===== config.mk =====
export PLATFORM = sky130hd
export DESIGN_NAME = selector_specificity_counter_core_flat
export DESIGN_NICKNAME = d
export VERILOG_FILES = /design/src/design/sscnt_pkg.sv /design/src/design/sscnt_if.sv /design/src/design/sscnt_in_reg.sv /design/src/design/sscnt_parser.sv /design/src/design/sscnt_rsp_reg.sv /design/src/design/selector_specificity_counter_core.sv /design/src/flat_wrapper.sv
export SDC_FILE = /design/constraint.sdc
export NUM_CORES = 1
export LEC_CHECK = 0
export ABC_AREA = 1
export BUFFER_PORTS_ARGS = -buffer_cell sky130_fd_sc_hd__buf_2
export CAP_MARGIN = 20
export CELL_PAD_IN_SITES_DETAIL_PLACEMENT = 1
export CELL_PAD_IN_SITES_GLOBAL_PLACEMENT = 1
export CORE_MARGIN = 8
export CORE_UTILIZATION = 25
export DETAILED_ROUTE_END_ITERATION = 10
export PLACE_DENSITY = 0.5
export SKIP_LAST_GASP = 1
export SYNTH_ARGS = -nofsm -noshare
export SYNTH_HDL_FRONTEND = slang
export SYNTH_SLANG_ARGS = --single-unit

===== constraint.sdc =====
create_clock -name clock -period 4.4 [get_ports clock]
set_input_delay 0 -clock clock [delete_from_list [all_inputs] [get_ports clock]]
set_output_delay 0 -clock clock [all_outputs]
set_load 0.1 [all_outputs]

===== src/design/sscnt_pkg.sv =====
// ----------------------------------------------------------------------------
// Selector specificity counter package
// Shared constants, types and byte classification functions.
// ----------------------------------------------------------------------------
package sscnt_pkg;

   // Default width of the internal saturating counters
   localparam int COUNT_WIDTH_DEFAULT = 8;
   // Width of each count on the result channel
   localparam int OUT_WIDTH           = 8;

   // Characters of interest
   localparam logic [7:0] CHR_HASH      = 8'h23; // '#'
   localparam logic [7:0] CHR_LBRACKET  = 8'h5B; // '['
   localparam logic [7:0] CHR_RBRACKET  = 8'h5D; // ']'
   localparam logic [7:0] CHR_DOT       = 8'h2E; // '.'
   localparam logic [7:0] CHR_COLON     = 8'h3A; // ':'
   localparam logic [7:0] CHR_GT        = 8'h3E; // '>'
   localparam logic [7:0] CHR_PLUS      = 8'h2B; // '+'
   localparam logic [7:0] CHR_TILDE     = 8'h7E; // '~'
   localparam logic [7:0] CHR_COMMA     = 8'h2C; // ','
   localparam logic [7:0] CHR_BACKSLASH = 8'h5C; // '\'
   localparam logic [7:0] CHR_DQUOTE    = 8'h22; // '"'
   localparam logic [7:0] CHR_SQUOTE    = 8'h27; // '''
   localparam logic [7:0] CHR_SPACE     = 8'h20;
   localparam logic [7:0] CHR_TAB       = 8'h09;
   localparam logic [7:0] CHR_CR        = 8'h0D;

   // Quoting state
   typedef enum logic [1:0] {
      QUOTE_NONE   = 2'd0,
      QUOTE_DOUBLE = 2'd1,
      QUOTE_SINGLE = 2'd2
   } quote_type;

   // One selector byte as held in the input register
   typedef struct packed {
      logic [7:0] sel_byte;
      logic       is_last;
   } req_item_type;

   // Space, tab, LF, VT, FF or CR
   function automatic logic is_space(input logic [7:0] b);
      return (b == CHR_SPACE) || ((b >= CHR_TAB) && (b <= CHR_CR));
   endfunction

   // ASCII letter A-Z or a-z
   function automatic logic is_letter(input logic [7:0] b);
      return ((b >= 8'h41) && (b <= 8'h5A)) || ((b >= 8'h61) && (b <= 8'h7A));
   endfunction

   // Byte after which a letter starts a type selector
   function automatic logic is_combinator(input logic [7:0] b);
      return is_space(b) || (b == CHR_GT) || (b == CHR_PLUS) ||
             (b == CHR_TILDE) || (b == CHR_COMMA);
   endfunction

endpackage


===== src/design/sscnt_if.sv =====
// ----------------------------------------------------------------------------
// Selector specificity counter channels
// Valid/ready channels for selector bytes and for count results.
// ----------------------------------------------------------------------------

// Selector byte channel
interface sscnt_req_if;
   logic       valid;
   logic       ready;
   logic [7:0] sel_byte;
   logic       is_last;

   modport source (output valid, output sel_byte, output is_last, input ready);
   modport sink   (input valid, input sel_byte, input is_last, output ready);
endinterface

// Count result channel
interface sscnt_rsp_if;
   logic                         valid;
   logic                         ready;
   logic [sscnt_pkg::OUT_WIDTH-1:0] id_count;
   logic [sscnt_pkg::OUT_WIDTH-1:0] class_count;
   logic [sscnt_pkg::OUT_WIDTH-1:0] element_count;

   modport source (output valid, output id_count, output class_count,
                   output element_count, input ready);
   modport sink   (input valid, input id_count, input class_count,
                   input element_count, output ready);
endinterface


===== src/design/sscnt_in_reg.sv =====
// ----------------------------------------------------------------------------
// Selector byte input register
// Captures one byte per transfer; frees as soon as the parser takes it.
// ----------------------------------------------------------------------------
module sscnt_in_reg (
   input  logic                    clock,
   input  logic                    reset,
   sscnt_req_if.sink               req_chan,
   input  logic                    advance,
   output logic                    item_valid,
   output sscnt_pkg::req_item_type item
);

   logic                    valid_ff;
   logic                    valid_in;
   sscnt_pkg::req_item_type item_ff;
   logic                    take;

   // Ready whenever the register is empty or drains this cycle
   assign req_chan.ready = !valid_ff || advance;
   assign take           = req_chan.valid && req_chan.ready;

   always_comb begin
      valid_in = valid_ff;
      if (take) begin
         valid_in = 1'b1;
      end else if (advance) begin
         valid_in = 1'b0;
      end
   end

   always_ff @(posedge clock) begin
      if (reset) begin
         valid_ff <= 1'b0;
      end else begin
         valid_ff <= valid_in;
      end
   end

   // Payload, no reset
   always_ff @(posedge clock) begin
      if (take) begin
         item_ff.sel_byte <= req_chan.sel_byte;
         item_ff.is_last  <= req_chan.is_last;
      end
   end

   assign item_valid = valid_ff;
   assign item       = item_ff;

endmodule


===== src/design/sscnt_parser.sv =====
// ----------------------------------------------------------------------------
// Selector specificity parser
// Scan state and saturating counters, updated once per selector byte.
// ----------------------------------------------------------------------------
module sscnt_parser #(
   parameter int COUNT_WIDTH = sscnt_pkg::COUNT_WIDTH_DEFAULT
) (
   input  logic                    clock,
   input  logic                    reset,
   input  logic                    item_valid,
   input  sscnt_pkg::req_item_type item,
   input  logic                    slot_free,
   output logic                    advance,
   output logic                    rsp_load,
   output logic [COUNT_WIDTH-1:0]  ids_out,
   output logic [COUNT_WIDTH-1:0]  classes_out,
   output logic [COUNT_WIDTH-1:0]  elements_out
);

   localparam logic [COUNT_WIDTH-1:0] CNT_MAX = {COUNT_WIDTH{1'b1}};

   sscnt_pkg::quote_type   quote_ff, quote_in;
   logic                   attr_ff, attr_in;
   logic                   esc_ff, esc_in;
   logic                   colon_ff, colon_in;
   logic [7:0]             prev_ff, prev_in;
   logic                   start_ff, start_in;
   logic [COUNT_WIDTH-1:0] ids_ff, ids_in;
   logic [COUNT_WIDTH-1:0] cls_ff, cls_in;
   logic [COUNT_WIDTH-1:0] els_ff, els_in;

   logic                   inc_id;
   logic [1:0]             inc_cls;
   logic                   inc_el;
   logic [COUNT_WIDTH:0]   cls_sum;
   logic [7:0]             b;
   logic                   last;
   logic                   consumed;

   // A final byte waits for a free result slot; others always move on
   assign advance  = item_valid && (!item.is_last || slot_free);
   assign rsp_load = advance && item.is_last;
   assign b        = item.sel_byte;
   assign last     = item.is_last;

   // Byte classification
   always_comb begin
      quote_in = quote_ff;
      attr_in  = attr_ff;
      esc_in   = esc_ff;
      colon_in = colon_ff;
      inc_id   = 1'b0;
      inc_cls  = 2'd0;
      inc_el   = 1'b0;
      consumed = 1'b0;

      if (esc_ff) begin
         esc_in = 1'b0;
      end else if (quote_ff != sscnt_pkg::QUOTE_NONE) begin
         if ((b == sscnt_pkg::CHR_BACKSLASH) && !last) begin
            esc_in = 1'b1;
         end else if (((quote_ff == sscnt_pkg::QUOTE_SINGLE) &&
                       (b == sscnt_pkg::CHR_SQUOTE)) ||
                      ((quote_ff != sscnt_pkg::QUOTE_SINGLE) &&
                       (b == sscnt_pkg::CHR_DQUOTE))) begin
            quote_in = sscnt_pkg::QUOTE_NONE;
         end
      end else begin
         // Colon held from the previous byte: pseudo-element or pseudo-class
         if (colon_ff) begin
            colon_in = 1'b0;
            if (b == sscnt_pkg::CHR_COLON) begin
               inc_el   = 1'b1;
               consumed = 1'b1;
            end else begin
               inc_cls = 2'd1;
            end
         end
         if (!consumed) begin
            if (b == sscnt_pkg::CHR_DQUOTE) begin
               quote_in = sscnt_pkg::QUOTE_DOUBLE;
            end else if (b == sscnt_pkg::CHR_SQUOTE) begin
               quote_in = sscnt_pkg::QUOTE_SINGLE;
            end else if (b == sscnt_pkg::CHR_LBRACKET) begin
               attr_in = 1'b1;
               inc_cls = inc_cls + 2'd1;
            end else if (b == sscnt_pkg::CHR_RBRACKET) begin
               attr_in = 1'b0;
            end else if (!attr_ff) begin
               if (b == sscnt_pkg::CHR_HASH) begin
                  inc_id = 1'b1;
               end else if (b == sscnt_pkg::CHR_DOT) begin
                  inc_cls = inc_cls + 2'd1;
               end else if (b == sscnt_pkg::CHR_COLON) begin
                  if (last) begin
                     inc_cls = inc_cls + 2'd1;
                  end else begin
                     colon_in = 1'b1;
                  end
               end else if (sscnt_pkg::is_letter(b) &&
                            (start_ff || sscnt_pkg::is_combinator(prev_ff))) begin
                  inc_el = 1'b1;
               end
            end
         end
      end
   end

   // Saturating counter updates
   always_comb begin
      ids_in  = (inc_id && (ids_ff != CNT_MAX)) ? ids_ff + 1'b1 : ids_ff;
      els_in  = (inc_el && (els_ff != CNT_MAX)) ? els_ff + 1'b1 : els_ff;
      cls_sum = {1'b0, cls_ff} + (COUNT_WIDTH+1)'(inc_cls);
      cls_in  = (cls_sum > {1'b0, CNT_MAX}) ? CNT_MAX : cls_sum[COUNT_WIDTH-1:0];
      prev_in  = b;
      start_in = 1'b0;
   end

   assign ids_out      = ids_in;
   assign classes_out  = cls_in;
   assign elements_out = els_in;

   // State update; a final byte returns everything to reset values
   always_ff @(posedge clock) begin
      if (reset || rsp_load) begin
         quote_ff <= sscnt_pkg::QUOTE_NONE;
         attr_ff  <= 1'b0;
         esc_ff   <= 1'b0;
         colon_ff <= 1'b0;
         prev_ff  <= 8'd0;
         start_ff <= 1'b1;
         ids_ff   <= '0;
         cls_ff   <= '0;
         els_ff   <= '0;
      end else if (advance) begin
         quote_ff <= quote_in;
         attr_ff  <= attr_in;
         esc_ff   <= esc_in;
         colon_ff <= colon_in;
         prev_ff  <= prev_in;
         start_ff <= start_in;
         ids_ff   <= ids_in;
         cls_ff   <= cls_in;
         els_ff   <= els_in;
      end
   end

endmodule


===== src/design/sscnt_rsp_reg.sv =====
// ----------------------------------------------------------------------------
// Selector specificity result register
// Holds the clamped counts of one selector until the transfer completes.
// ----------------------------------------------------------------------------
module sscnt_rsp_reg #(
   parameter int COUNT_WIDTH = sscnt_pkg::COUNT_WIDTH_DEFAULT
) (
   input  logic                   clock,
   input  logic                   reset,
   input  logic                   load,
   input  logic [COUNT_WIDTH-1:0] ids,
   input  logic [COUNT_WIDTH-1:0] classes,
   input  logic [COUNT_WIDTH-1:0] elements,
   output logic                   slot_free,
   sscnt_rsp_if.source            rsp_chan
);

   localparam int OW = sscnt_pkg::OUT_WIDTH;
   localparam logic [COUNT_WIDTH-1:0] OUT_LIMIT = COUNT_WIDTH'((1 << OW) - 1);

   logic          valid_ff, valid_in;
   logic [OW-1:0] id_ff, cls_ff, el_ff;

   // Clamp a count to the result field width
   function automatic logic [OW-1:0] clamp(input logic [COUNT_WIDTH-1:0] c);
      return (c > OUT_LIMIT) ? {OW{1'b1}} : OW'(c);
   endfunction

   assign slot_free = !valid_ff || rsp_chan.ready;

   always_comb begin
      valid_in = valid_ff;
      if (load) begin
         valid_in = 1'b1;
      end else if (rsp_chan.ready) begin
         valid_in = 1'b0;
      end
   end

   always_ff @(posedge clock) begin
      if (reset) begin
         valid_ff <= 1'b0;
      end else begin
         valid_ff <= valid_in;
      end
   end

   // Payload, no reset
   always_ff @(posedge clock) begin
      if (load) begin
         id_ff  <= clamp(ids);
         cls_ff <= clamp(classes);
         el_ff  <= clamp(elements);
      end
   end

   assign rsp_chan.valid         = valid_ff;
   assign rsp_chan.id_count      = id_ff;
   assign rsp_chan.class_count   = cls_ff;
   assign rsp_chan.element_count = el_ff;

endmodule


===== src/design/selector_specificity_counter_core.sv =====
// ----------------------------------------------------------------------------
// Selector specificity counter
// Counts id, class and element parts of a selector streamed byte by byte.
// ----------------------------------------------------------------------------
// Usage:
//   req_chan carries one selector byte per transfer, with is_last set on the
//   final byte. rsp_chan carries one result (id, class and element counts)
//   per selector, produced only for the final byte; other bytes give none.
//   Quoted text and attribute bodies are skipped as in the selector grammar.
// Timing:
//   One byte is taken every cycle, except while a final byte waits for a
//   free result slot. A byte is held in the input register, is parsed and
//   the counts are updated, and the final byte's counts are then loaded into
//   the result register, which drives rsp_chan. The parse logic between the
//   two registers is combinational, so bytes keep flowing while no final
//   byte waits.
// Reset and stalls:
//   reset clears the scan state, counters and both valid flags. While a
//   result waits on rsp_chan, non-final bytes still flow; a final byte waits
//   in the input register until the result slot frees, and req_chan.ready
//   drops only then. Counts saturate and return to zero after each result.
// ----------------------------------------------------------------------------
module selector_specificity_counter_core #(
   parameter int COUNT_WIDTH = sscnt_pkg::COUNT_WIDTH_DEFAULT
) (
   input  logic        clock,
   input  logic        reset,
   sscnt_req_if.sink   req_chan,
   sscnt_rsp_if.source rsp_chan
);

   logic                    item_valid;
   sscnt_pkg::req_item_type item;
   logic                    advance;
   logic                    rsp_load;
   logic                    slot_free;
   logic [COUNT_WIDTH-1:0]  ids;
   logic [COUNT_WIDTH-1:0]  classes;
   logic [COUNT_WIDTH-1:0]  elements;

   // Input register
   sscnt_in_reg u_in_reg (
      .clock      (clock),
      .reset      (reset),
      .req_chan   (req_chan),
      .advance    (advance),
      .item_valid (item_valid),
      .item       (item)
   );

   // Scan state and counters
   sscnt_parser #(
      .COUNT_WIDTH (COUNT_WIDTH)
   ) u_parser (
      .clock        (clock),
      .reset        (reset),
      .item_valid   (item_valid),
      .item         (item),
      .slot_free    (slot_free),
      .advance      (advance),
      .rsp_load     (rsp_load),
      .ids_out      (ids),
      .classes_out  (classes),
      .elements_out (elements)
   );

   // Result register
   sscnt_rsp_reg #(
      .COUNT_WIDTH (COUNT_WIDTH)
   ) u_rsp_reg (
      .clock     (clock),
      .reset     (reset),
      .load      (rsp_load),
      .ids       (ids),
      .classes   (classes),
      .elements  (elements),
      .slot_free (slot_free),
      .rsp_chan  (rsp_chan)
   );

endmodule


===== src/flat_wrapper.sv =====
// flat-port wrapper written by rule: the top's interface ports become plain ports
module selector_specificity_counter_core_flat 
#(
   parameter int COUNT_WIDTH = sscnt_pkg::COUNT_WIDTH_DEFAULT
)
  (clock, reset, req_chan_valid, req_chan_sel_byte, req_chan_is_last, req_chan_ready, rsp_chan_valid, rsp_chan_id_count, rsp_chan_class_count, rsp_chan_element_count, rsp_chan_ready);
  sscnt_req_if req_chan_i ();
  sscnt_rsp_if rsp_chan_i ();
  input  logic clock;
  input  logic reset;
  input wire logic [$bits(req_chan_i.valid)-1:0] req_chan_valid;
  input wire logic [$bits(req_chan_i.sel_byte)-1:0] req_chan_sel_byte;
  input wire logic [$bits(req_chan_i.is_last)-1:0] req_chan_is_last;
  output wire logic [$bits(req_chan_i.ready)-1:0] req_chan_ready;
  output wire logic [$bits(rsp_chan_i.valid)-1:0] rsp_chan_valid;
  output wire logic [$bits(rsp_chan_i.id_count)-1:0] rsp_chan_id_count;
  output wire logic [$bits(rsp_chan_i.class_count)-1:0] rsp_chan_class_count;
  output wire logic [$bits(rsp_chan_i.element_count)-1:0] rsp_chan_element_count;
  input wire logic [$bits(rsp_chan_i.ready)-1:0] rsp_chan_ready;
  assign req_chan_i.valid = req_chan_valid;
  assign req_chan_i.sel_byte = req_chan_sel_byte;
  assign req_chan_i.is_last = req_chan_is_last;
  assign req_chan_ready = req_chan_i.ready;
  assign rsp_chan_valid = rsp_chan_i.valid;
  assign rsp_chan_id_count = rsp_chan_i.id_count;
  assign rsp_chan_class_count = rsp_chan_i.class_count;
  assign rsp_chan_element_count = rsp_chan_i.element_count;
  assign rsp_chan_i.ready = rsp_chan_ready;
  selector_specificity_counter_core #(.COUNT_WIDTH(COUNT_WIDTH)) u_core (.clock(clock), .reset(reset), .req_chan(req_chan_i), .rsp_chan(rsp_chan_i));
endmodule

# After elaboration in Yosys (flattened, before gate mapping)
# Index checks and enable logic that the tools add are counted.
# op_classes
magnitude_cmp,10
addsub,4
muxes,69
div_mod_pow,0
n_reduce_logical,35
n_eq_ne,20
n_mul,0
n_shift,0
n_bitwise,5
# op_table
cell,n
$eq 8x6->1 const B,9
$mux 1,46
$mux 2,20
$eq 8x7->1 const B,4
$gt 8x8->1 const B,3
$mux 8,3
$add 8x1->8 const B,2
$ge 8x7->1 const B,2
$le 8x7->1 const B,2
$ne 8x8->1 const B,2
$logic_and 1x1->1,12
$logic_or 1x1->1,12
$add 8x2->9,1
$gt 9x8->1 const B,1
$ge 8x4->1 const B,1
$le 8x4->1 const B,1
$reduce_bool 2->1,4
$reduce_and 7->1,1
$ne 2x2->1 const B,3
$reduce_and 6->1,1
$not 1->1,5
$logic_not 1->1,3
$reduce_and 3->1,1
$reduce_bool 3->1,1
3 further kinds,3
# totals
latchBits,0
inputBits,13
rom_bits,0
output_inout_bits,26
mem_count,0
ff_bits,73
wordCells,159
ram_bits,0

# Depth between registers and ports, before layout
# Gate-level depths: netlist (run 1).
# logic_depth
depth_word,24
depth_mapped,20
ltp_nobuf,20

# By module
# A second synthesis (run 1) with hierarchy kept.
# unflattened
hier_cells,472
hier_area_um2,3723.6
# modules_own_cells
module,area_per_inst_um2,cells_each,n_inst
sscnt_parser,2642.5,428,1
sscnt_rsp_reg,763.2,29,1
sscnt_in_reg,317.8,15,1

# Worst setup path before layout (run 1)
# OpenSTA, ideal clock, no wires.
# synth_path
path_type,reg2reg
from,"register u_core.u_rsp_reg.valid_ff, in the netlist u_core.u_rsp_reg.rsp_chan.valid"
to,register u_core.u_in_reg.item_ff (netlist bit u_core.u_in_reg.item[0]) (enable)
setup_time_ns,0.284
slack_ns,1.680
t_arrival_ns,2.436
required_time_ns,4.116
stages_incl_launch_ff,6
cell_sequence,dfxtp_1 inv_1 nor2_1 nand3_1 nand2_1 inv_1
# synth_between
elab_chain_cells,6
# synth_lines
item,line,source
start: declaration,sscnt_rsp_reg.sv:21,"logic valid_ff, valid_in;"
start signal: assignment,sscnt_rsp_reg.sv:44,valid_ff <= valid_in;
$logic_not 1->1,sscnt_rsp_reg.sv:29,assign slot_free = !valid_ff || rsp_chan.ready;
$logic_or 1x1->1,sscnt_rsp_reg.sv:29,
$logic_or 1x1->1,sscnt_parser.sv:41,assign advance = item_valid && (!item.is_last || slot_free);
$logic_and 1x1->1,sscnt_parser.sv:41,
$logic_or 1x1->1,sscnt_in_reg.sv:20,assign req_chan.ready = !valid_ff || advance;
named net req_chan_ready,flat_wrapper.sv:14,output wire logic [$bits(req_chan_i.ready)-1:0] req_chan_ready;
$logic_and 1x1->1,sscnt_in_reg.sv:21,assign take = req_chan.valid && req_chan.ready;
named net u_core.u_in_reg.take,sscnt_in_reg.sv:17,logic take;
end: declaration,sscnt_in_reg.sv:16,sscnt_pkg::req_item_type item_ff;
# The timed path passes the listed nets, and every way through them passes these cells.
# A chain may end at the register's enable or synchronous reset.

# Final worst setup path (run 1)
# layout_path
from,register u_core.u_in_reg.item_ff (netlist bit u_core.u_in_reg.item[4])
to,register u_core.u_parser.cls_ff[2]
# layout_between
elab_chain_cells,21
elab_cells_between_ends,31
cone_classes,add/sub (2); order compare (1); eq/ne (7); mux (21)
# layout_lines
item,line,source
$eq 8x6->1,"sscnt_parser.sv:72, sscnt_parser.sv:94",
$mux 1,sscnt_parser.sv:72,if (b == sscnt_pkg::CHR_COLON) begin
$mux 1,sscnt_parser.sv:70,if (colon_ff) begin
$mux 2,sscnt_parser.sv:59,end else if (quote_ff != sscnt_pkg::QUOTE_NONE) begin
$mux 2,sscnt_parser.sv:57,if (esc_ff) begin
$add 2x1->2,"sscnt_parser.sv:86, sscnt_parser.sv:93, sscnt_parser.sv:96",
$mux 2,sscnt_parser.sv:95,if (last) begin
$mux 2,sscnt_parser.sv:94,end else if (b == sscnt_pkg::CHR_COLON) begin
(+6 left out),-,
$mux 2,sscnt_parser.sv:80,if (b == sscnt_pkg::CHR_DQUOTE) begin
$mux 2 *,sscnt_parser.sv:79,if (!consumed) begin
$mux 2 *,sscnt_parser.sv:59,
$mux 2 *,sscnt_parser.sv:57,
$add 8x2->9 *,sscnt_parser.sv:113,"cls_sum = {1'b0, cls_ff} + (COUNT_WIDTH+1)'(inc_cls);"
$gt 9x8->1,sscnt_parser.sv:114,"cls_in = (cls_sum > {1'b0, CNT_MAX}) ? CNT_MAX : cls_sum[COUNT_WIDTH-1:0];"
$mux 8 *,sscnt_parser.sv:114,
named net u_core.classes[2],selector_specificity_counter_core.sv:38,logic [COUNT_WIDTH-1:0] classes;
end signal: assignment,sscnt_parser.sv:143,cls_ff <= cls_in;
end: declaration,sscnt_parser.sv:29,"logic [COUNT_WIDTH-1:0] cls_ff, cls_in;"
# Mark *: on every way through the listed nets, which the timed path passes. The rest lies on a longest branch. The select of a mux whose other input is x is not followed.

==> results of run 1 <==
-- worst max path at each step --
| stage | startpoint | to | slack (ps) | cells past startpoint |
|---|---|---|---|---|
| floorplan | u_core.u_rsp_reg.rsp_chan.valid$_SDFFE_PP0P_ | u_core.u_in_reg.item[0]$_DFFE_PP_ | 1680 | 5 |
| global placement | u_core.u_in_reg.item[4]$_DFFE_PP_ | u_core.u_parser.cls_ff[2]$_SDFFE_PP0P_ | 1280 | 15 |
| detailed placement | u_core.u_in_reg.item[4]$_DFFE_PP_ | u_core.u_parser.cls_ff[2]$_SDFFE_PP0P_ | 1130 | 15 |
| CTS | u_core.u_in_reg.item[4]$_DFFE_PP_ | u_core.u_parser.cls_ff[2]$_SDFFE_PP0P_ | 1100 | 15 |
| global route | u_core.u_in_reg.item[1]$_DFFE_PP_ | u_core.u_parser.cls_ff[4]$_SDFFE_PP0P_ | 570 | 15 |
| finish | u_core.u_in_reg.item[4]$_DFFE_PP_ | u_core.u_parser.cls_ff[2]$_SDFFE_PP0P_ | 1130 | 15 |
-- power groups by stage --
stage | clock [uW] | sequential, uW | combinational, uW
after floorplan | 0 | 831 | 94.7
after global placement | 0 | 782 | 190
after detailed placement | 0 | 783 | 194
after CTS | 713 | 769 | 202
after global routing | 741 | 773 | 223
final | 686 | 768 | 200
-- Yosys cell counts, types with 5 or more instances --
master and n:
sky130_fd_sc_hd__nand2_1 117, sky130_fd_sc_hd__inv_1 70, sky130_fd_sc_hd__nor2_1 41, sky130_fd_sc_hd__dfxtp_1 40
sky130_fd_sc_hd__a21oi_1 33, sky130_fd_sc_hd__edfxtp_1 33, sky130_fd_sc_hd__nand3_1 29, sky130_fd_sc_hd__o21ai_0 19
sky130_fd_sc_hd__xor2_1 15, sky130_fd_sc_hd__nor3_1 10, sky130_fd_sc_hd__o21ai_1 7, sky130_fd_sc_hd__nand4_1 6
sky130_fd_sc_hd__buf_2 5
-- stage by stage --
step           total power [uW]  utilization  area, sq um  worst slack (ps)  instances
5_1_grt                    1740        0.310         4430               566        703
3_5_place_dp                977        0.281         4020              1130        675
4_1_cts                    1680        0.308         4410              1100        702
2_1_floorplan               926            -         3620              1680        459
3_3_place_gp                972        0.281         4020              1280        675
6_report                   1650        0.310         4430              1130        703
-- logic make-up (layout without fill, tap and decap cells) --
logic type	Yosys count	in the layout	synth area share
flip-flops	73	73	0.495
adder cells (fa/ha/maj)	5	5	0.0194
XOR/XNOR	15	15	0.0363
buffers and inverters	81	141	0.0872
AND/OR/NAND/NOR	216	216	0.259
AO/OA/AOI/OAI	69	69	0.103
-- area by class of cell --
cell class / instances / area, sq um
timing repair buffer: 53 / 350
tap: 184 / 230
clock buffer: 13 / 260
sequential: 73 / 1790
multi-input combinational: 305 / 1510
clock inverter: 3 / 15.0
fill: 1752 / 9880
inverter: 72 / 275
-- timing repair --
action | in CTS | in global routing
hold buffers | 11 | 0
hold endpoints to repair | 11 | 0
endpoints found under the setup margin | 0 | 0
-- registers in the layout, summed over array words and instances (netlist names) --
signal and cells:
u_core.u_in_reg.item 9, u_core.u_in_reg.item_valid 1, u_core.u_parser.attr_ff 1, u_core.u_parser.cls_ff 8, u_core.u_parser.colon_ff 1, u_core.u_parser.els_ff 8
u_core.u_parser.esc_ff 1, u_core.u_parser.ids_ff 8, u_core.u_parser.prev_ff 8, u_core.u_parser.quote_ff 2, u_core.u_parser.start_ff 1, u_core.u_rsp_reg.rsp_chan.class_count 8
u_core.u_rsp_reg.rsp_chan.element_count 8, u_core.u_rsp_reg.rsp_chan.id_count 8, u_core.u_rsp_reg.rsp_chan.valid 1
-- per-layer routing --
metal / up-vias / part of all wire / wire, microns / GRT usage
li1: 1595 / - / - / -
met1: 1421 / 0.50 / 4760 / 0.139
met2: 38 / 0.44 / 4140 / 0.169
met3: 15 / 0.037 / 354 / 0.0285
met4: 0 / 0.021 / 195 / 0.0549
met5: - / 0 / 0 / 0
-- worst max-delay path, stage by stage, from the launching register on --
cell and delay [ps]:
sky130_fd_sc_hd__edfxtp_1 470, sky130_fd_sc_hd__nand2_1 180, sky130_fd_sc_hd__nor3_1 70, sky130_fd_sc_hd__nand2_1 100, sky130_fd_sc_hd__nand2_1 80, sky130_fd_sc_hd__nor2_1 80, sky130_fd_sc_hd__nand2_1 80, sky130_fd_sc_hd__a21o_1 180
sky130_fd_sc_hd__nor4_1 440, sky130_fd_sc_hd__fa_1 300, sky130_fd_sc_hd__nand2_1 90, sky130_fd_sc_hd__nor3_1 270, sky130_fd_sc_hd__nand4_1 370, sky130_fd_sc_hd__o21ai_0 230, sky130_fd_sc_hd__nor2_1 80, sky130_fd_sc_hd__a211oi_1 180
==> metrics.md, run 1 <==
| Metric | Value |
|---|---|
| Final period demand of the worst path | `3270 ps` |
| Most common library cell in the layout ignoring fill and taps | `sky130_fd_sc_hd__nand2_1` |
| Share of flip-flops with an asynchronous set or reset | `0` |
| Clock buffers created by TritonCTS | `9` |
| CTS Root Cell | `sky130_fd_sc_hd__clkbuf_16` |
| Total number of nets in the final design | `532` |
| DIE AREA | `18,600 sq um` |
| Sequential-to-total area share from yosys stat | `0.495` |
| I/O pins | `39` |
| Starting DRT DRC Count | `112` |
| Critical path peak fanout | `9` |
| Maximum number of pins on one net before global-route repair | `41` |
| Placeable core area | `14,300 sq um` |
| Synth Cell Area | `3620 sq um` |
| Sum of routed wire length over all layers | `9450 microns` |
| Beginning of the worst hold path | `rsp_chan_ready` |
| Remaining Overflow, GRT | `0` |
| Vias in the first global route | `3,183` |
| Post-cts sizing count | `0` |
| Logic pwr share | `0.121` |
| Number of max-slew violations in the final report | `0` |
| Number of unique standard cell types used by synthesis | `31` |
| Post-DRT Antenna Nets | `0` |
| Sequential Power Share | `0.464` |
| Critical path endpoint category | `flip-flop` |
| Power density over cell area | `373 nW/um^2` |
| FF-to-FF setup slack | `1130 ps` |
| Post-CTS setup buffer count | `0` |
| Fraction of synthesized cell area taken by the top area cell type | `0.274` |
| Post-synthesis register bit count | `73` |
| Overall fraction of global-route tracks in use | `0.109` |
| FMAX | `0.306 GHz` |
| Clock tree from TritonCTS | `built` |
| Switching fraction of total power | `0.269` |
| Predominant post-synthesis flop cell | `sky130_fd_sc_hd__dfxtp_1` |
| Fraction of layout cells with a size suffix above 1 | `0.137` |
| Post-synth top area cell | `sky130_fd_sc_hd__edfxtp_1` |
| Area growth syn-to-layout | `22.6%` |
| Number of failing setup endpoints in the final timing report | `0` |
| Final Wtd Congestion | `0.843` |
| Standard-cell row count | `44` |
| Post-route DRC | `0` |
| Startpoint Class | `flip-flop` |
| Required time of the critical path | `4660 ps` |
| Number of max-cap violations | `0` |
| Hold endpoint | `u_core.u_rsp_reg.rsp_chan.valid$_SDFFE_PP0P_` |
| VDD IR-drop max | `193 uV` |
| Clk slew on worst S/H paths | `60 ps` |
| Number of synthesized flops with an enable pin | `33` |
| # H-tree levels | `3` |
| Most frequent cells in the layout | `sky130_fd_sc_hd__nand2_1, sky130_fd_sc_hd__inv_1, sky130_fd_sc_hd__nor2_1, sky130_fd_sc_hd__dfxtp_1, sky130_fd_sc_hd__buf_2` |
| Number of iterations in the first detailed-routing pass | `4` |
| Average instance area after synthesis | `7.88 sq um` |
| Horizontal die dimension | `136 microns` |
| Count of cells along the worst hold path | `4` |
| Clock power share | `0.415` |
| Drt wl/cell | `13.4 microns` |
| Period utilization | `0.743` |
| Synthesis Warnings | `0` |
| DPL Wire Length | `6750 microns` |
| Vias | `3,069` |
| Detail-routed via count per cell | `4.37` |
| Slew at the pin with the worst max-slew slack | `974 ps` |
| Reg2reg end | `u_core.u_parser.cls_ff[2]$_SDFFE_PP0P_` |
| Area contributors post-synth | `sky130_fd_sc_hd__edfxtp_1, sky130_fd_sc_hd__dfxtp_1, sky130_fd_sc_hd__nand2_1, sky130_fd_sc_hd__inv_1, sky130_fd_sc_hd__a21oi_1` |
| Die Span Y | `136 microns` |
| Path type of the worst min-delay path | `input port to flip-flop` |
| Post-Route Skew | `5.24 ps` |
| RSZ-0062 raised after global routing | `false` |
| Type of the worst setup path | `flip-flop to flip-flop` |
| Sw Pwr | `446 uW` |
| Crit path arrival time | `3530 ps` |
| Synth Net Count | `477` |
| Launch instance of the worst register-to-register path | `u_core.u_in_reg.item[4]$_DFFE_PP_` |
| Source-to-sink clock delay at the later pin of the worst-skew pair | `340 ps` |
| Maximum buffer depth of the clock tree | `2` |
| Final Hold Fails | `0` |
| Number of diodes | `0` |
| Initial standard-cell utilization of the core | `0.253` |
| Sum of negative setup slack | `0 ps` |
| Cells on worst reg2reg path | `15` |
| Internal | `1210 uW` |
| Mapped Cells | `459` |
| Post-route worst hold slack | `40.4 ps` |
| Number of sinks handled by clock tree synthesis | `73` |
| Count of buffers inserted at the top-level ports | `38` |
| Wire length of the first global-routing pass | `15,800 microns` |
| Leakage dissipation | `0.00200 uW` |
| Number of antenna violations at the first check in global routing | `0` |
| Relative slew margins | `0.349` |
| Run status | `complete, no violations` |
Note: power is estimated with default switching activity, not from simulation.
==> run 2, diff against run 1 <==
clock period = 3.3 ns   (was 4.4 ns; I/O delays follow)
==> metrics.md, run 2 (synthesis gave the netlist of run 1 again) <==
| Metric | Value |
|---|---|
| Run status | `complete, no violations` |
| Switching fraction of total power | `0.256 (-0.0135)` |
| CTS Root Cell | `sky130_fd_sc_hd__clkbuf_16` |
| Horizontal die dimension | `136 microns (unchanged)` |
| Slew at the pin with the worst max-slew slack | `663 ps (-311 ps)` |
| Logic pwr share | `0.113 (-0.008)` |
| Number of diodes | `0 (unchanged)` |
| Maximum buffer depth of the clock tree | `2 (unchanged)` |
| FF-to-FF setup slack | `220 ps (-910 ps)` |
| Post-Route Skew | `8.17 ps (+2.93 ps)` |
| Post-layout power | `2430 uW (+47%)` |
| Crit-path cells | `inv_1 -> nand2_1 -> nor2_1 -> nand4_2 -> nand2_2 -> nand2_1 -> o21ai_1 -> a21oi_1 -> ha_1 -> fa_1 -> nand2_2 -> nor3_4 -> nand4_1 -> buf_4 -> o21ai_0 -> o21ai_0 -> inv_1` |
| Cells on worst reg2reg path | `17 (+2)` |
| I/O pins | `39 (unchanged)` |
| Total number of nets in the final design | `544 (+2.3%)` |
| Count of buffers inserted at the top-level ports | `38 (unchanged)` |
| Sw Pwr | `622 uW (+40%)` |
| Final Hold Fails | `0 (unchanged)` |
| Most common library cell in the layout ignoring fill and taps | `sky130_fd_sc_hd__nand2_1` |
| Hold endpoint | `u_core.u_rsp_reg.rsp_chan.valid$_SDFFE_PP0P_` |
| # H-tree levels | `3 (unchanged)` |
| Sequential cell area | `1790 sq um (unchanged)` |
| Period utilization | `0.934 (+0.191)` |
| Path type of the worst min-delay path | `input port to flip-flop` |
| Maximum number of pins on one net before global-route repair | `41 (unchanged)` |
| Number of sinks handled by clock tree synthesis | `73 (unchanged)` |
| Internal | `1810 uW (+50%)` |
| Leakage dissipation | `0.00211 uW (+5.7%)` |
| Relative slew margins | `0.557 (+0.208)` |
| Overall fraction of global-route tracks in use | `0.105 (-0.00481)` |
| Area growth syn-to-layout | `27.8%` |
| Sequential Power Share | `0.421 (-0.043)` |
| Clock buffers created by TritonCTS | `9 (unchanged)` |
| Placeable core area | `14,300 sq um (unchanged)` |
| Clock power share | `0.466 (+0.051)` |
| Number of antenna violations at the first check in global routing | `0 (unchanged)` |
| Post-route DRC | `0 (unchanged)` |
| Starting DRT DRC Count | `152 (+36%)` |
| Detail-routed via count per cell | `4.32 (-1.0%)` |
| Post-DRT Antenna Nets | `0 (unchanged)` |
| Clk slew on worst S/H paths | `60 ps (about the same)` |
| Largest register FFs | `9 (unchanged)` |
| Standard-cell row count | `44 (unchanged)` |
| Sum of routed wire length over all layers | `9350 microns (-1.0%)` |
| DPL Wire Length | `6710 microns (-0.66%)` |
| Slowest stage cell on the critical path | `sky130_fd_sc_hd__edfxtp_1` |
| Clock tree from TritonCTS | `built` |
| Launch instance of the worst register-to-register path | `u_core.u_in_reg.item[3]$_DFFE_PP_` |
| Power density over cell area | `526 nW/um^2 (+41%)` |
| Source-to-sink clock delay at the later pin of the worst-skew pair | `340 ps (about the same)` |
| Reg2reg end | `u_core.u_parser.cls_ff[5]$_SDFFE_PP0P_` |
| Most frequent cells in the layout | `sky130_fd_sc_hd__nand2_1, sky130_fd_sc_hd__inv_1, sky130_fd_sc_hd__dfxtp_1, sky130_fd_sc_hd__nor2_1, sky130_fd_sc_hd__buf_2` |
| Fraction of layout cells with a size suffix above 1 | `0.177 (+0.0402)` |
| Die Span Y | `136 microns (unchanged)` |
| Startpoint Class | `flip-flop` |
| Required time of the critical path | `3540 ps (-1120 ps)` |
| Slowest Stage Delay on Critical Path | `440 ps (-30 ps)` |
| Count of cells along the worst hold path | `4 (unchanged)` |
| Number of failing setup endpoints in the final timing report | `0 (unchanged)` |
| Type of the worst setup path | `flip-flop to flip-flop` |
| Number of iterations in the first detailed-routing pass | `4 (unchanged)` |
| DIE AREA | `18,600 sq um (unchanged)` |
| Vias in the first global route | `3,103 (-2.5%)` |
| Crit path arrival time | `3320 ps (-210 ps)` |
| Critical path peak fanout | `4 (-5)` |
| Final Wtd Congestion | `0.833 (-1.2%)` |
| Vias | `3,090 (+0.68%)` |
| Initial standard-cell utilization of the core | `0.253 (unchanged)` |
| Sum of negative setup slack | `0 ps (unchanged)` |
| Critical path endpoint category | `flip-flop` |
| VDD IR-drop max | `268 uV (+39%)` |
| Final period demand of the worst path | `3080 ps (-188 ps)` |
| Remaining Overflow, GRT | `0 (unchanged)` |
| Worst Path Buf+Inv | `3 (+3)` |
| FMAX | `0.324 GHz (+6.1%)` |
| Beginning of the worst hold path | `rsp_chan_ready` |
| Area of the multi-input gates | `1560 sq um (+3.4%)` |
| Delay-heaviest family, CP | `simple AND/OR/NAND/NOR gates` |
| Drt wl/cell | `13.1 microns (-2.7%)` |
| Number of max-slew violations in the final report | `0 (unchanged)` |
| Number of max-cap violations | `0 (unchanged)` |
| Wire length of the first global-routing pass | `15,200 microns (-4.1%)` |
| Fill count | `1,726 (-1.5%)` |
run 2: changes by cell type in the layout (fill, tap and decap cells not counted), moves of 2 or more:
cell                        previous run  this run
sky130_fd_sc_hd__nand2_2               1         5
sky130_fd_sc_hd__nand2_1             117       113
sky130_fd_sc_hd__bufinv_16             0         3
sky130_fd_sc_hd__clkbuf_1              2         0
sky130_fd_sc_hd__nor3_4                0         2
sky130_fd_sc_hd__o21ai_0              19        17
sky130_fd_sc_hd__buf_4                 3        16
sky130_fd_sc_hd__nor2_2                2         4
sky130_fd_sc_hd__clkbuf_8              2         0
sky130_fd_sc_hd__nor2_1               41        39
run 2: power by group through the flow:
| stage | registers (uW) | logic (uW) | clock network [uW] |
|---|---|---|---|
| 6_report | 1020 | 275 | 1130 |
| 5_1_grt | 1030 | 305 | 1200 |
| 4_1_cts | 1020 | 272 | 1170 |
| 3_5_place_dp | 1040 | 261 | 0 |
| 3_3_place_gp | 1040 | 259 | 0 |
| 2_1_floorplan | 1110 | 126 | 0 |
run 2: stage by stage:
step	utilization	setup WS, ps	instances	hold WS, ps	cell area, sq um
after floorplan	-	580	459	69.1	3620
after global placement	0.284	311	681	177	4070
after detailed placement	0.284	125	681	179	4070
after CTS	0.316	102	708	69.0	4520
after global routing	0.323	-40.6	715	112	4620
final	0.323	217	715	59.3	4620
run 2: worst register-to-register path, stage by stage, from the launching register on:
cell and delay [ps]:
sky130_fd_sc_hd__edfxtp_1 440, sky130_fd_sc_hd__inv_1 130, sky130_fd_sc_hd__nand2_1 80, sky130_fd_sc_hd__nor2_1 130
sky130_fd_sc_hd__nand4_2 230, sky130_fd_sc_hd__nand2_2 150, sky130_fd_sc_hd__nand2_1 60, sky130_fd_sc_hd__o21ai_1 120
sky130_fd_sc_hd__a21oi_1 80, sky130_fd_sc_hd__ha_1 240, sky130_fd_sc_hd__fa_1 430, sky130_fd_sc_hd__nand2_2 120
sky130_fd_sc_hd__nor3_4 50, sky130_fd_sc_hd__nand4_1 200, sky130_fd_sc_hd__buf_4 170, sky130_fd_sc_hd__o21ai_0 130
sky130_fd_sc_hd__o21ai_0 190, sky130_fd_sc_hd__inv_1 50
run 2: final cells by class:
type,count,share of cell area
clock inverters,7,0.0254
multi-input cells,305,0.338
inverters,72,0.0596
well taps,184,0.0498
repair buffers,65,0.0910
clock buffers,9,0.0487
flip-flops and latches,73,0.388
run 2: layer usage:
metal	routed length [microns]	track usage	vias to the layer above	share of wire
met2	4250	0.163	44	0.45
met3	378	0.0266	12	0.040
met5	0	0	-	0
met4	165	0.0531	0	0.018
li1	-	-	1617	-
met1	4560	0.131	1417	0.49
run 2: worst max-delay path by stage:
| stage | from | end | slack, ps | cells after the start |
|---|---|---|---|---|
| floorplan | u_core.u_rsp_reg.rsp_chan.valid$_SDFFE_PP0P_ | u_core.u_in_reg.item[0]$_DFFE_PP_ | 580 | 5 |
| global placement | u_core.u_in_reg.item[1]$_DFFE_PP_ | u_core.u_parser.cls_ff[4]$_SDFFE_PP0P_ | 310 | 15 |
| detailed placement | u_core.u_in_reg.item[1]$_DFFE_PP_ | u_core.u_parser.cls_ff[4]$_SDFFE_PP0P_ | 130 | 15 |
| CTS | u_core.u_in_reg.item[1]$_DFFE_PP_ | u_core.u_parser.cls_ff[4]$_SDFFE_PP0P_ | 100 | 15 |
| global route | u_core.u_in_reg.item[6]$_DFFE_PP_ | u_core.u_parser.cls_ff[5]$_SDFFE_PP0P_ | -40 | 19 |
| finish | u_core.u_in_reg.item[3]$_DFFE_PP_ | u_core.u_parser.cls_ff[5]$_SDFFE_PP0P_ | 220 | 17 |
run 2: timing repair:
action / in CTS / in global routing
hold buffers: 11 / 0
gates resized for setup: 0 / 14
endpoints found under the setup margin: 0 / 16
hold endpoints to repair: 11 / 0
setup buffers: 0 / 7
